## src/sv/acc_pkg.sv

```systemverilog
`default_nettype none
// ----------------------------------------------------------------------------
// acc_pkg
// Shared types, constants and the symbol classifier of the alignment column
// classifier.
// ----------------------------------------------------------------------------
package acc_pkg;

	localparam int CNT_W     = 8;
	localparam int NUM_CLS   = 5;
	localparam int QDEPTH    = 2;
	localparam int QPTR_W    = $clog2(QDEPTH);
	localparam int QCNT_W    = $clog2(QDEPTH + 1);
	localparam int CFG_IDX_W = 2;

	localparam logic [CNT_W-1:0] MAX_ROWS = 8'd255;

	localparam logic [CNT_W-1:0] THRESHOLD_RST  = 8'd2;
	localparam logic [CNT_W-1:0] FIRST_ROW_RST  = 8'd0;
	localparam logic [CNT_W-1:0] SECOND_ROW_RST = 8'd1;

	localparam logic [7:0] CHAR_A    = 8'h41;
	localparam logic [7:0] CHAR_C    = 8'h43;
	localparam logic [7:0] CHAR_G    = 8'h47;
	localparam logic [7:0] CHAR_T    = 8'h54;
	localparam logic [7:0] CHAR_DASH = 8'h2d;

	typedef enum logic [2:0] {
		CLS_A    = 3'd0,
		CLS_C    = 3'd1,
		CLS_G    = 3'd2,
		CLS_T    = 3'd3,
		CLS_DASH = 3'd4,
		CLS_NONE = 3'd5
	} cls_t;

	typedef enum logic [CFG_IDX_W-1:0] {
		REG_THRESHOLD  = 2'd0,
		REG_FIRST_ROW  = 2'd1,
		REG_SECOND_ROW = 2'd2
	} reg_idx_t;

	typedef struct packed {
		logic [7:0] symbol;
		logic       column_end;
	} in_item_t;

	typedef struct packed {
		logic             contributing;
		logic             two_rows_minority;
		logic [CNT_W-1:0] mismatch_count;
	} out_item_t;

	// finished column, front to back
	typedef struct packed {
		logic [NUM_CLS-1:0][CNT_W-1:0] counts;
		logic [CNT_W-1:0]              rows;
		cls_t                          first_cls;
		cls_t                          second_cls;
	} col_sum_t;

	function automatic cls_t classify(input logic [7:0] ch);
		cls_t c;
		case (ch)
			CHAR_A:    c = CLS_A;
			CHAR_C:    c = CLS_C;
			CHAR_G:    c = CLS_G;
			CHAR_T:    c = CLS_T;
			CHAR_DASH: c = CLS_DASH;
			default:   c = CLS_NONE;
		endcase
		return c;
	endfunction

endpackage
`default_nettype wire

```

## src/sv/acc_front.sv

```systemverilog
`default_nettype none
// ----------------------------------------------------------------------------
// acc_front
// Accepts symbols, keeps the running class counts, row count and fixed-row
// classes, and pushes a column summary at the last row.
// ----------------------------------------------------------------------------
module acc_front import acc_pkg::*; (
	input  wire logic             clk,
	input  wire logic             arst_n,
	input  wire logic             in_valid,
	output logic                  in_ready,
	input  wire in_item_t         in_item,
	input  wire logic [CNT_W-1:0] first_row,
	input  wire logic [CNT_W-1:0] second_row,
	output logic                  push,
	output col_sum_t              push_data,
	input  wire logic             q_ready
);

	logic [NUM_CLS-1:0][CNT_W-1:0] cnt_q, cnt_nx;
	logic [CNT_W-1:0]              row_q, row_nx;
	cls_t                          first_q, second_q, first_nx, second_nx;
	cls_t                          cls, known;
	logic                          row_live;
	logic                          accept;

	assign in_ready = q_ready;
	assign accept   = in_valid && in_ready;
	assign push     = accept && in_item.column_end;

	always_comb begin
		cls      = classify(in_item.symbol);
		known    = (cls == CLS_NONE) ? CLS_DASH : cls;
		row_live = (row_q < MAX_ROWS);
		row_nx   = row_q + CNT_W'(row_live);
		first_nx  = (row_live && row_q == first_row) ? known : first_q;
		second_nx = (row_live && row_q == second_row) ? known : second_q;
		for (int k = 0; k < NUM_CLS; k++) begin
			cnt_nx[k] = cnt_q[k];
			if (cls == cls_t'(3'(k)) && cnt_q[k] < MAX_ROWS)
				cnt_nx[k] = cnt_q[k] + 1'b1;
		end
		push_data.counts     = cnt_nx;
		push_data.rows       = row_nx;
		push_data.first_cls  = first_nx;
		push_data.second_cls = second_nx;
	end

	always_ff @(posedge clk or negedge arst_n) begin
		if (!arst_n) begin
			cnt_q    <= '0;
			row_q    <= '0;
			first_q  <= CLS_DASH;
			second_q <= CLS_DASH;
		end else if (accept) begin
			if (in_item.column_end) begin
				cnt_q    <= '0;
				row_q    <= '0;
				first_q  <= CLS_DASH;
				second_q <= CLS_DASH;
			end else begin
				cnt_q    <= cnt_nx;
				row_q    <= row_nx;
				first_q  <= first_nx;
				second_q <= second_nx;
			end
		end
	end

endmodule
`default_nettype wire

```

## src/sv/acc_queue.sv

```systemverilog
`default_nettype none
// ----------------------------------------------------------------------------
// acc_queue
// Short queue of column summaries between the front and the back.
// ----------------------------------------------------------------------------
module acc_queue import acc_pkg::*; (
	input  wire logic        clk,
	input  wire logic        arst_n,
	input  wire logic        push,
	input  wire col_sum_t    push_data,
	output logic             push_ready,
	input  wire logic        pop,
	output logic             head_valid,
	output col_sum_t         head,
	output logic [QCNT_W-1:0] count
);

	col_sum_t             mem_q [QDEPTH];
	logic [QPTR_W-1:0]    wr_q, rd_q;
	logic [QCNT_W-1:0]    cnt_q;
	logic                 do_push, do_pop;

	assign push_ready = (cnt_q != QCNT_W'(QDEPTH));
	assign head_valid = (cnt_q != '0);
	assign head       = mem_q[rd_q];
	assign count      = cnt_q;
	assign do_push    = push && push_ready;
	assign do_pop     = pop && head_valid;

	always_ff @(posedge clk) begin
		if (do_push)
			mem_q[wr_q] <= push_data;
	end

	always_ff @(posedge clk or negedge arst_n) begin
		if (!arst_n) begin
			wr_q  <= '0;
			rd_q  <= '0;
			cnt_q <= '0;
		end else begin
			if (do_push)
				wr_q <= (wr_q == QPTR_W'(QDEPTH - 1)) ? '0 : wr_q + 1'b1;
			if (do_pop)
				rd_q <= (rd_q == QPTR_W'(QDEPTH - 1)) ? '0 : rd_q + 1'b1;
			case ({do_push, do_pop})
				2'b10:   cnt_q <= cnt_q + 1'b1;
				2'b01:   cnt_q <= cnt_q - 1'b1;
				default: cnt_q <= cnt_q;
			endcase
		end
	end

endmodule
`default_nettype wire

```

## src/sv/acc_back.sv

```systemverilog
`default_nettype none
// ----------------------------------------------------------------------------
// acc_back
// Evaluates one column summary: contributing classes, the two-row minority
// test and the mismatch count, into a registered output item.
// ----------------------------------------------------------------------------
module acc_back import acc_pkg::*; (
	input  wire logic             clk,
	input  wire logic             arst_n,
	input  wire logic             head_valid,
	input  wire col_sum_t         head,
	output logic                  pop,
	input  wire logic [CNT_W-1:0] threshold,
	output logic                  out_valid,
	input  wire logic             out_ready,
	output out_item_t             out_item
);

	logic             out_valid_q;
	out_item_t        out_q, res;
	logic [2:0]       observed;
	logic [CNT_W-1:0] fixed_cnt, best;
	logic             minority;

	assign pop       = head_valid && (!out_valid_q || out_ready);
	assign out_valid = out_valid_q;
	assign out_item  = out_q;

	always_comb begin
		observed = '0;
		for (int k = 0; k < NUM_CLS; k++)
			observed = observed + 3'(head.counts[k] >= threshold);

		fixed_cnt = head.counts[head.first_cls];
		minority  = 1'b0;
		if (head.first_cls == head.second_cls) begin
			for (int k = 0; k < NUM_CLS; k++)
				if (cls_t'(3'(k)) != head.first_cls && head.counts[k] >= fixed_cnt)
					minority = 1'b1;
		end

		// ties keep the lower class
		best = head.counts[0];
		for (int k = 1; k < NUM_CLS; k++)
			if (best < head.counts[k])
				best = head.counts[k];

		res.contributing      = (observed >= 3'd2);
		res.two_rows_minority = minority;
		res.mismatch_count    = head.rows - best;
	end

	always_ff @(posedge clk or negedge arst_n) begin
		if (!arst_n)
			out_valid_q <= 1'b0;
		else if (pop)
			out_valid_q <= 1'b1;
		else if (out_ready)
			out_valid_q <= 1'b0;
	end

	always_ff @(posedge clk) begin
		if (pop)
			out_q <= res;
	end

endmodule
`default_nettype wire

```

## src/sv/alignment_column_classifier.sv

```systemverilog
`default_nettype none
// ----------------------------------------------------------------------------
// alignment_column_classifier
// Counts A/C/G/T/dash over the rows of an alignment column and reports one
// result item per column.
// ----------------------------------------------------------------------------
//  channel  | dir | handshake            | payload
//  ---------+-----+----------------------+------------------------------------
//  in       | in  | in_valid / in_ready  | in_item: symbol, column_end
//  out      | out | out_valid / out_ready| out_item: contributing,
//           |     |                      |   two_rows_minority, mismatch_count
//  cfg      | in  | cfg_we               | cfg_index, cfg_wdata
//
//  One input item per cycle while in_ready is high; a column's result goes
//  through a 2-entry summary queue and an output reg after the last row.
//  in_ready drops only while the summary queue is full.
//  Reset clears counts, queue and output valid; config returns to defaults.
//  Output stalls back up into the queue, then into the input.
// ----------------------------------------------------------------------------
module alignment_column_classifier import acc_pkg::*; (
	input  wire logic                 clk,
	input  wire logic                 arst_n,
	input  wire logic                 in_valid,
	output logic                      in_ready,
	input  wire in_item_t             in_item,
	output logic                      out_valid,
	input  wire logic                 out_ready,
	output out_item_t                 out_item,
	input  wire logic                 cfg_we,
	input  wire logic [CFG_IDX_W-1:0] cfg_index,
	input  wire logic [CNT_W-1:0]     cfg_wdata
);

	logic [CNT_W-1:0]  threshold_q, first_row_q, second_row_q;
	logic              push, q_ready, pop, head_valid;
	col_sum_t          push_data, head;
	logic [QCNT_W-1:0] q_count;

	always_ff @(posedge clk or negedge arst_n) begin
		if (!arst_n) begin
			threshold_q  <= THRESHOLD_RST;
			first_row_q  <= FIRST_ROW_RST;
			second_row_q <= SECOND_ROW_RST;
		end else if (cfg_we) begin
			case (cfg_index)
				REG_THRESHOLD:  threshold_q  <= cfg_wdata;
				REG_FIRST_ROW:  first_row_q  <= cfg_wdata;
				REG_SECOND_ROW: second_row_q <= cfg_wdata;
				default:        ;
			endcase
		end
	end

	acc_front u_front (
		.clk        (clk),
		.arst_n     (arst_n),
		.in_valid   (in_valid),
		.in_ready   (in_ready),
		.in_item    (in_item),
		.first_row  (first_row_q),
		.second_row (second_row_q),
		.push       (push),
		.push_data  (push_data),
		.q_ready    (q_ready)
	);

	acc_queue u_queue (
		.clk        (clk),
		.arst_n     (arst_n),
		.push       (push),
		.push_data  (push_data),
		.push_ready (q_ready),
		.pop        (pop),
		.head_valid (head_valid),
		.head       (head),
		.count      (q_count)
	);

	acc_back u_back (
		.clk        (clk),
		.arst_n     (arst_n),
		.head_valid (head_valid),
		.head       (head),
		.pop        (pop),
		.threshold  (threshold_q),
		.out_valid  (out_valid),
		.out_ready  (out_ready),
		.out_item   (out_item)
	);

	a_queue_bound: assert property (@(posedge clk) disable iff (!arst_n)
		q_count <= QCNT_W'(QDEPTH))
		else $error("summary queue count out of range");

	a_col_end_queued: assert property (@(posedge clk) disable iff (!arst_n)
		(in_valid && in_ready && in_item.column_end) |=> (q_count != '0))
		else $error("column end did not reach the queue");

	a_out_drain: assert property (@(posedge clk) disable iff (!arst_n)
		(out_valid && out_ready && !head_valid) |=> !out_valid)
		else $error("output item repeated");

	a_pop_gives_out: assert property (@(posedge clk) disable iff (!arst_n)
		(head_valid && !out_valid) |=> out_valid)
		else $error("queued column not moved to output");

endmodule
`default_nettype wire

```

## config.mk

```make
export PLATFORM = sky130hd
export DESIGN_NAME = alignment_column_classifier
export DESIGN_NICKNAME = d
export VERILOG_FILES = /design/src/sv/acc_pkg.sv /design/src/sv/acc_front.sv /design/src/sv/acc_queue.sv /design/src/sv/acc_back.sv /design/src/sv/alignment_column_classifier.sv
export SDC_FILE = /design/constraint.sdc
export NUM_CORES = 1
export LEC_CHECK = 0
export ABC_AREA = 1
export BUFFER_PORTS_ARGS = -buffer_cell sky130_fd_sc_hd__buf_4
export CAP_MARGIN = 20
export CELL_PAD_IN_SITES_DETAIL_PLACEMENT = 0
export CELL_PAD_IN_SITES_GLOBAL_PLACEMENT = 1
export CORE_ASPECT_RATIO = 0.75
export CORE_MARGIN = 8
export CORE_UTILIZATION = 45
export CTS_BUF_LIST = sky130_fd_sc_hd__clkbuf_8 sky130_fd_sc_hd__clkbuf_16
export CTS_CLUSTER_SIZE = 30
export DETAILED_ROUTE_END_ITERATION = 10
export HOLD_SLACK_MARGIN = 0.02
export PLACE_DENSITY_LB_ADDON = 0.1
export SETUP_SLACK_MARGIN = 0.02
export SLEW_MARGIN = 25
export SYNTH_ARGS = -nofsm -noshare
export SYNTH_HDL_FRONTEND = slang
export SYNTH_HIERARCHICAL = 1
export SYNTH_SLANG_ARGS = --single-unit
```

## constraint.sdc

```tcl
create_clock -name clk -period 23.5 [get_ports clk]
set_input_delay 3.525 -clock clk [delete_from_list [all_inputs] [get_ports clk]]
set_output_delay 3.525 -clock clk [all_outputs]
set_load 0.05 [all_outputs]
```

---- Yosys cells after proc, flatten, opt, wreduce, memory -nomap -nowiden ----
Memory sizes are Yosys's and may differ from the RTL's.
Cells that the tools add are included.
cells by class
  add/sub/neg operators ................... 15
  magnitude comparators ................... 22
  multipliers ............................. 0
  bitwise gates (word level) .............. 0
  reductions and logical operators ........ 28
  shift operators ......................... 0
  equality and inequality tests ........... 22
  multiplexer cells ....................... 31
  div/mod/pow operators ................... 0
operators with widths
  operator             count
  $mux 8               11
  $ge 8x8->1           10
  $lt 8x8->1 const B   6
  $add 8x1->8 const B  5
  $mux 40              1
  $eq 8x7->1 const B   4
  $lt 8x8->1           4
  $bmux 8 s3           1
  $logic_and 1x1->1    17
  $eq 8x8->1           2
  $mux 3               5
  $pmux 3 s5           1
  $mux 1               11
  $add 3x1->3          3
  $add 8x1->8          1
  $eq 8x6->1 const B   1
  $sub 8x8->8          1
  $eq 3x2->1 const B   2
  $eq 3x3->1 const B   2
  $ne 2x3->1 const A   2
  $reduce_and 2->1     3
  $reduce_bool 2->1    3
  $eq 2x1->1 const B   2
  $eq 2x2->1 const B   2
  17 further kinds     18
word-level totals
  memories kept ........................... 1
  bits in registers ....................... 93
  logic and storage cells ................. 137
  input bits .............................. 24
  memory bits (writable) .................. 108
  latch bits .............................. 0
  ROM bits ................................ 0
  output and inout port bits .............. 12
memories
  name           words  bits a word  read ports  clocked after memory_dff  wr ports  line             text
  u_queue.mem_q  2      54           1           0                         1         acc_queue.sv:18  col_sum_t mem_q [QDEPTH];

---- Logic depth before layout (Yosys ltp) ----
Gate-level depths: netlist of the first run.
An unclocked memory read counts as a cell.
  depth in word-level cells ............... 10
  depth in mapped cells ................... 58
  gate-level depth less buffers ........... 54

---- Cells and area by module ----
Netlist of the first run, hierarchy kept.
by module, submodules not included
  module                       cells an instance  area each (um2)  sequential area each (um2)  instances
  acc_queue                    311                4182.8           3343.2                      1
  acc_front                    637                4108.9           1353.8                      1
  acc_back                     525                3788.6           325.3                       1
  alignment_column_classifier  107                1053.5           603.1                       1

---- Worst setup path after synthesis of the first run ----
OpenSTA, ideal clock, no wires.
  path type ............................... register to register
  start point ............................. reg u_queue.rd_q
  end point ............................... reg u_back.out_q (netlist bit u_back/out_item[7]) (data pin)
  stages on the path, launching flop included .. 47
  clock period less this slack ............ 7.472 ns
  buffers on the path ..................... 5
  arrival time ............................ 7.223 ns
  slack ................................... 16.028 ns
  library setup time ...................... 0.249 ns
  required time ........................... 23.251 ns
  cell sequence ........................... dfrtp_1 > inv_2 > buf_2 > nand2_1 > nand2_1 > inv_1 > ha_1 > nand2_1 > o21a_1 > nand2_2 > clkbuf_1 > nand2_1 > o21ai_0 > ha_1 > a21oi_1 > nor2_1 > a211oi_1 > nand2_4 > [11 not listed] > nor2_1 > a211oi_1 > nand2_4 > buf_6 > a21oi_2 > ha_1 > a21oi_1 > o21ai_0 > a21oi_1 > inv_1 > a21oi_1 > o21ai_0 > a21o_1 > xor2_1 > inv_1 > nand3_1 > nand2_1 > inv_1
RTL lines
  item                    line             text
  start, declared         acc_queue.sv:19  logic [QPTR_W-1:0] wr_q, rd_q;
  start signal, assigned  acc_queue.sv:44  rd_q <= (rd_q == QPTR_W'(QDEPTH - 1)) ? '0 : rd_q + 1'b1;
  end signal, assigned    acc_back.sv:64   out_q <= res;
  end, declared           acc_back.sv:20   out_item_t out_q, res;

==> results.json, run 1 <==
{
  "async_flop_share": 0.4129,
  "die_w_um": 213.3,
  "power_frac_comb": 0.597,
  "clock_latency_ns": 0.53,
  "start_util": 0.4542,
  "power_leakage_nw": 6.960,
  "numPortBuffers": 35,
  "max-vdd-ir-drop_mv": 0.09318,
  "diodes": 0,
  "nets": 1759,
  "path_delay_family": "compound AO/OA/AOI/OAI gates",
  "synth_edf_count": 118,
  "fmax_mhz": 116.0,
  "finalClockSkew_ns": 0.02333,
  "dr_total_vias": 10270,
  "p_switching_w": 0.0009913,
  "clockBufferDepth": 3,
  "tightest_slew_ns": 1.049,
  "cts.sinks": 201,
  "clock-root-buffer": "clkbuf_16",
  "synthCells": 1580,
  "setup_ws_ns": 14.88,
  "yosysTopAreaCell": "edfxtp_1",
  "avgSynthCellArea_um2": 8.313,
  "yosysWarningCount": 6,
  "hold_buffers": 0,
  "finalSetupViolCount": 0,
  "grtUsageTotal": 0.2013,
  "endpoint_kind": "flop",
  "hpwl_mm": 26.22,
  "areaGrowthSynthToFinish_pct": 9.841,
  "viasPerCell": 5.092,
  "start_kind": "flop",
  "p_int_w": 0.001105,
  "finalPower_w": 0.002096,
  "gp_congestion": 0.9289,
  "syn-cell-area_um2": 13130,
  "drv_slew": 0,
  "cpMostUsedCell": "a21oi_1",
  "grt_first_pass_wirelength_mm": 54.54,
  "avgRoutedWirePerCell_um": 17.23,
  "cts_tree": "yes",
  "rsz0062_at_grt": "no",
  "dr.first_iter.drc_count": 895,
  "min_period_over_period": 0.3667,
  "status": "completed",
  "fp-row-count": 54,
  "first_pass_iters": 8,
  "period_needed_ns": 8.618,
  "fp.dieH_um": 164.0,
  "worstRegToRegCells": 42,
  "clkPwrFrac": 0.171,
  "p_sw_frac": 0.4729,
  "drt_wl_total_mm": 34.75,
  "pin_count": 36,
  "yosysMostFrequentCell": "nand2_1",
  "slowest_stage": "dfrtp_2",
  "yosysSeqAreaShare": 0.4283,
  "drt_drc_violations_left": 0,
  "die_area_um2": 34970,
  "grt_pass1_vias": 9636,
  "grt_max_degree": 60,
  "cts.clk_slew.worst_paths_ns": 0.06,
  "hold_class": "reg2reg",
  "grt-ovfl-total": 0,
  "path_depth": 42,
  "cts_inserted_buffers": 22,
  "hold_viol": 0,
  "synth_top_area_frac": 0.2698,
  "path_class": "reg2reg",
  "htree_levels": 1,
  "ys_ff_latch": 201,
  "ys_top_cells_by_area": "edfxtp_1, nand2_1, dfrtp_1, ha_1, inv_1",
  "cp_max_fo": 55,
  "synthTopCellsByCount": "nand2_1, inv_1, ha_1",
  "maxCapViolCount": 0,
  "syn_nets": 1730,
  "antenna_found_initial": 0,
  "detail-route-antenna-nets": 0,
  "cp_num_buf_inv": 6,
  "crit_arrival_ns": 8.89,
  "synth-main-ff-cell": "edfxtp_1",
  "setup_tns_ns": 0,
  "crit_required_ns": 23.77,
  "holdPathStages": 2,
  "max-slew-margin-rel": 0.2933,
  "ys_types": 50,
  "drive_gt1_frac": 0.09723,
  "p_seq_frac": 0.232,
  "cts_post_setup_buffers_inserted": 0,
  "slowest_delay_ns": 0.52,
  "preCtsSetupSlack_ns": 14.94,
  "power_density_nw_per_um2": 145.3,
  "core_um2": 28920,
  "cts_resized": 0
}
worst paths after layout:
check | startpoint | end | slack [ns]
hold / removal | threshold_q[3] | threshold_q[3] | 0.47
min in group asynchronous | arst_n | u_front/cnt_q[35] | 2.92
max in group asynchronous | arst_n | threshold_q[2] | 19.43
setup / recovery | u_queue/rd_q | u_back/out_item[7] | 14.88
hold reg to reg | threshold_q[3] | threshold_q[3] | 0.47
setup reg to reg | u_queue/rd_q | u_back/out_item[7] | 14.88
sequential cells by signal (all words and copies together), names as in the netlist:
register and flops:
u_queue/mem_q 108, threshold_q 8, u_front/cnt_q 40, u_back/out_valid 1, u_queue/wr_q 1, u_queue/count 2
second_row_q 8, u_back/out_item 10, u_front/second_q 3, u_queue/rd_q 1, first_row_q 8, u_front/first_q 3
u_front/row_q 8
worst min-delay path: stages (launching register included):
cell	delay (ns)
dfrtp_1	0.34
nand2_1	0.05
nand2_1	0.04
kinds of logic after synthesis:
family | after synthesis | synth area share
buf+inv | 244 | 0.08164
fa+ha+maj | 126 | 0.1212
flops | 201 | 0.4283
compound gates | 213 | 0.1017
simple gates | 762 | 0.2433
xor+xnor | 34 | 0.02382
area by class of cell:
cell class                 instances  area [um^2]
tap                              392        490.5
multi-input combinational       1135         6446
timing repair buffer              43        322.8
sequential                       201         5627
clock buffer                      24        578.1
inverter                         206        773.2
fill                            2821        14490
clock inverter                    16        188.9
power by group through the flow:
stage	sequential (W)	combinational (W)	clock [W]
global placement	0.000492	0.00123	0
floorplan	0.000520	0.000927	0
detailed placement	0.000493	0.00124	0
finish	0.000486	0.00125	0.000359
global route	0.000491	0.00143	0.000380
CTS	0.000486	0.00125	0.000367
cell usage in the layout, fill, tap and decap left out, types with 3 or more instances in the layout:
cell / netlist / final
nand2_1: 575 / 575
inv_1: 200 / 200
ha_1: 124 / 124
edfxtp_1: 118 / 118
dfrtp_1: 79 / 78
o21ai_0: 74 / 74
nor2_1: 60 / 58
nand3_1: 49 / 49
buf_4: 2 / 43
a21oi_1: 35 / 35
nand4_1: 29 / 29
o21a_1: 27 / 27
clkbuf_16: 0 / 22
xor2_1: 22 / 22
o21ai_2: 17 / 17
nand2_2: 15 / 15
o22ai_1: 15 / 15
nor2_2: 11 / 12
xnor2_1: 10 / 10
o2111ai_1: 7 / 7
a22oi_1: 7 / 7
a21oi_2: 7 / 7
o21bai_1: 7 / 7
o21ai_1: 6 / 6
nand2_4: 5 / 5
inv_2: 4 / 5
clkinv_1: 2 / 5
and2_1: 5 / 5
clkinvlp_4: 0 / 4
dfstp_2: 4 / 4
a211oi_1: 4 / 4
a21boi_0: 4 / 4
clkinv_2: 0 / 3
bufinv_16: 0 / 3
nor3_1: 3 / 3
nor2_4: 2 / 3
through the flow:
step                instance area [um^2]  hold slack (ns)  instances    util
floorplan                          13130           0.4419       1580       -
global placement                   13660           0.4553       1977  0.4724
detailed placement                 13660           0.4591       1977  0.4724
CTS                                14430           0.4733       2017  0.4989
global route                       14430           0.4873       2017  0.4989
finish                             14430           0.4701       2017  0.4989
routing by layer:
metal,vias to the layer above,routed length (um),track usage
met5,-,0,0
met4,0,734,0.04664
li1,5229,-,-
met2,274,13440,0.2767
met1,4726,18260,0.3223
met3,42,2313,0.03032
Note: power is estimated with default switching activity, not from simulation.
==> run 2: changes to the inputs <==
==> constraint.sdc (replaced) <==
create_clock -name clk -period 8.2 [get_ports clk]
set_input_delay 1.23 -clock clk [delete_from_list [all_inputs] [get_ports clk]]
set_output_delay 1.23 -clock clk [all_outputs]
set_load 0.05 [all_outputs]
==> results.json, run 2 (synthesis gave the netlist of run 1 again) <==
{
  "status": "completed",
  "start_util": 0.4542,
  "regMostFlops": "u_queue/mem_q",
  "tightest_slew_ns": 0.7895,
  "finalSetupViolCount": 0,
  "gp_congestion": 0.9166,
  "regToRegEndpoint": "u_back/out_item[7]",
  "grt_util_met1": 0.3157,
  "pin_count": 36,
  "grtUsageTotal": 0.1975,
  "grt_first_pass_wirelength_mm": 53.79,
  "detail-route-antenna-nets": 0,
  "cts.clk_slew.worst_paths_ns": 0.06,
  "crit_required_ns": 8.48,
  "fp-row-count": 54,
  "cp_max_fo": 18,
  "drt_wl_total_mm": 34.65,
  "setup_ws_ns": 0.6843,
  "nFillCells": 2825,
  "setup.worst_path.end": "u_back/out_item[7]",
  "die_area_um2": 34970,
  "drt_drc_violations_left": 0,
  "period_needed_ns": 7.516,
  "worstRegToRegCells": 43,
  "clock-root-buffer": "clkbuf_16",
  "fmax_mhz": 133.1,
  "r2r-start": "u_queue/rd_q",
  "largest_reg_flops": 108,
  "final_cell_mix": "nand2_1, inv_1, ha_1",
  "min_period_over_period": 0.9165,
  "drv_slew": 0,
  "diodes": 0,
  "power_density_nw_per_um2": 425.0,
  "slowest_delay_ns": 0.37,
  "grt_use_met3": 0.02479,
  "cts_tree": "yes",
  "gr-max-usage-layer": "met1",
  "grt_pass1_vias": 9439,
  "slowest_stage": "dfrtp_2",
  "start_kind": "flop",
  "numPortBuffers": 35,
  "hold_class": "reg2reg",
  "avgRoutedWirePerCell_um": 17.12,
  "hpwl_mm": 26.13,
  "cts.sinks": 201,
  "final_core_util": 0.5014,
  "first_pass_iters": 5,
  "rrSetupSlack_ns": 0.68,
  "areaGrowthSynthToFinish_pct": 10.39,
  "cts_inserted_buffers": 23,
  "antenna_found_initial": 0,
  "finalClockSkew_ns": 0.01352,
  "rsz0062_at_grt": "no",
  "max-vdd-ir-drop_mv": 0.3133,
  "maxCapViolCount": 0,
  "grt_max_degree": 56,
  "dr.first_iter.drc_count": 733,
  "nets": 1765,
  "max-slew-margin-rel": 0.4737,
  "grt-ovfl-total": 0,
  "grtUsageMet2": 0.2786,
  "clockBufferDepth": 3,
  "hold_viol": 0,
  "hold_buffers": 0,
  "crit_arrival_ns": 7.79,
  "clock_latency_ns": 0.53,
  "final_common_cell": "nand2_1",
  "htree_levels": 1,
  "viasPerCell": 5.092,
  "power_leakage_nw": 7.013,
  "fp.dieH_um": 164.0,
  "core_um2": 28920,
  "drive_gt1_frac": 0.1036,
  "dr_total_vias": 10310,
  "die_w_um": 213.3,
  "path_class": "reg2reg",
  "startpoint": "u_queue/rd_q",
  "cpMostUsedCell": "a21oi_1",
  "preCtsSetupSlack_ns": -0.03408,
  "endpoint_kind": "flop"
}
==> run 2: worst max-delay path, delay by kind of cell, from the launching register on <==
family	cells	cell delay, ns
AOI/OAI and AO/OA	17	2.87
adders and majority gates	5	1.53
and+or+nand+nor	14	1.51
buffers and inverters	6	0.80
DFF	1	0.37
xor gates and xnor gates	1	0.15
==> run 2: where the power goes <==
part | internal (W) | switching, W | leakage, nW | total (W)
combinational | 0.00130 | 0.00242 | 4.41 | 0.00372
clock | 0.000631 | 0.000427 | 0.391 | 0.00106
sequential | 0.00132 | 0.0000613 | 2.21 | 0.00138
==> run 2: layout make-up <==
cell class / instances / area [um^2] / area share
timing repair buffer: 47 / 352.8 / 0.02434
tap: 392 / 490.5 / 0.03383
sequential: 201 / 5627 / 0.3881
clock inverter: 17 / 182.7 / 0.01260
clock buffer: 25 / 603.1 / 0.04159
multi-input combinational: 1136 / 6469 / 0.4462
inverter: 206 / 774.5 / 0.05342
==> run 2: worst min-delay path by stage <==
stage	startpoint	end	depth (start not counted)
after floorplan	threshold_q[2]	threshold_q[2]	2
after detailed placement	threshold_q[1]	threshold_q[1]	2
after CTS	threshold_q[1]	threshold_q[1]	2
final	threshold_q[1]	threshold_q[1]	2
after global routing	threshold_q[1]	threshold_q[1]	2
after global placement	threshold_q[1]	threshold_q[1]	2
==> run 2: per-layer routing <==
metal  vias up  share of wire
li1       5247              -
met1      4755           0.53
met2       256           0.40
met3        49          0.054
met4         0          0.020
met5         -              0
==> run 2: metrics by stage <==
step / cell area (um^2) / std cells / hold slack (ns) / setup TNS (ns) / total power, W
5_1_grt: 14500 / 2024 / 0.4900 / 0 / 0.006741
4_1_cts: 14470 / 2022 / 0.4705 / 0 / 0.006122
3_5_place_dp: 13680 / 1980 / 0.4606 / -0.03408 / 0.005021
3_3_place_gp: 13680 / 1980 / 0.4553 / 0 / 0.004981
2_1_floorplan: 13130 / 1580 / 0.4419 / 0 / 0.004164
6_report: 14500 / 2024 / 0.4694 / 0 / 0.006162
==> run 2: timing repair <==
item,4_1_cts,5_1_grt
setup buffers,0,1
pin swaps,0,2
resized for setup,1,13
endpoints found under the setup margin,1,4
gates cloned,0,1
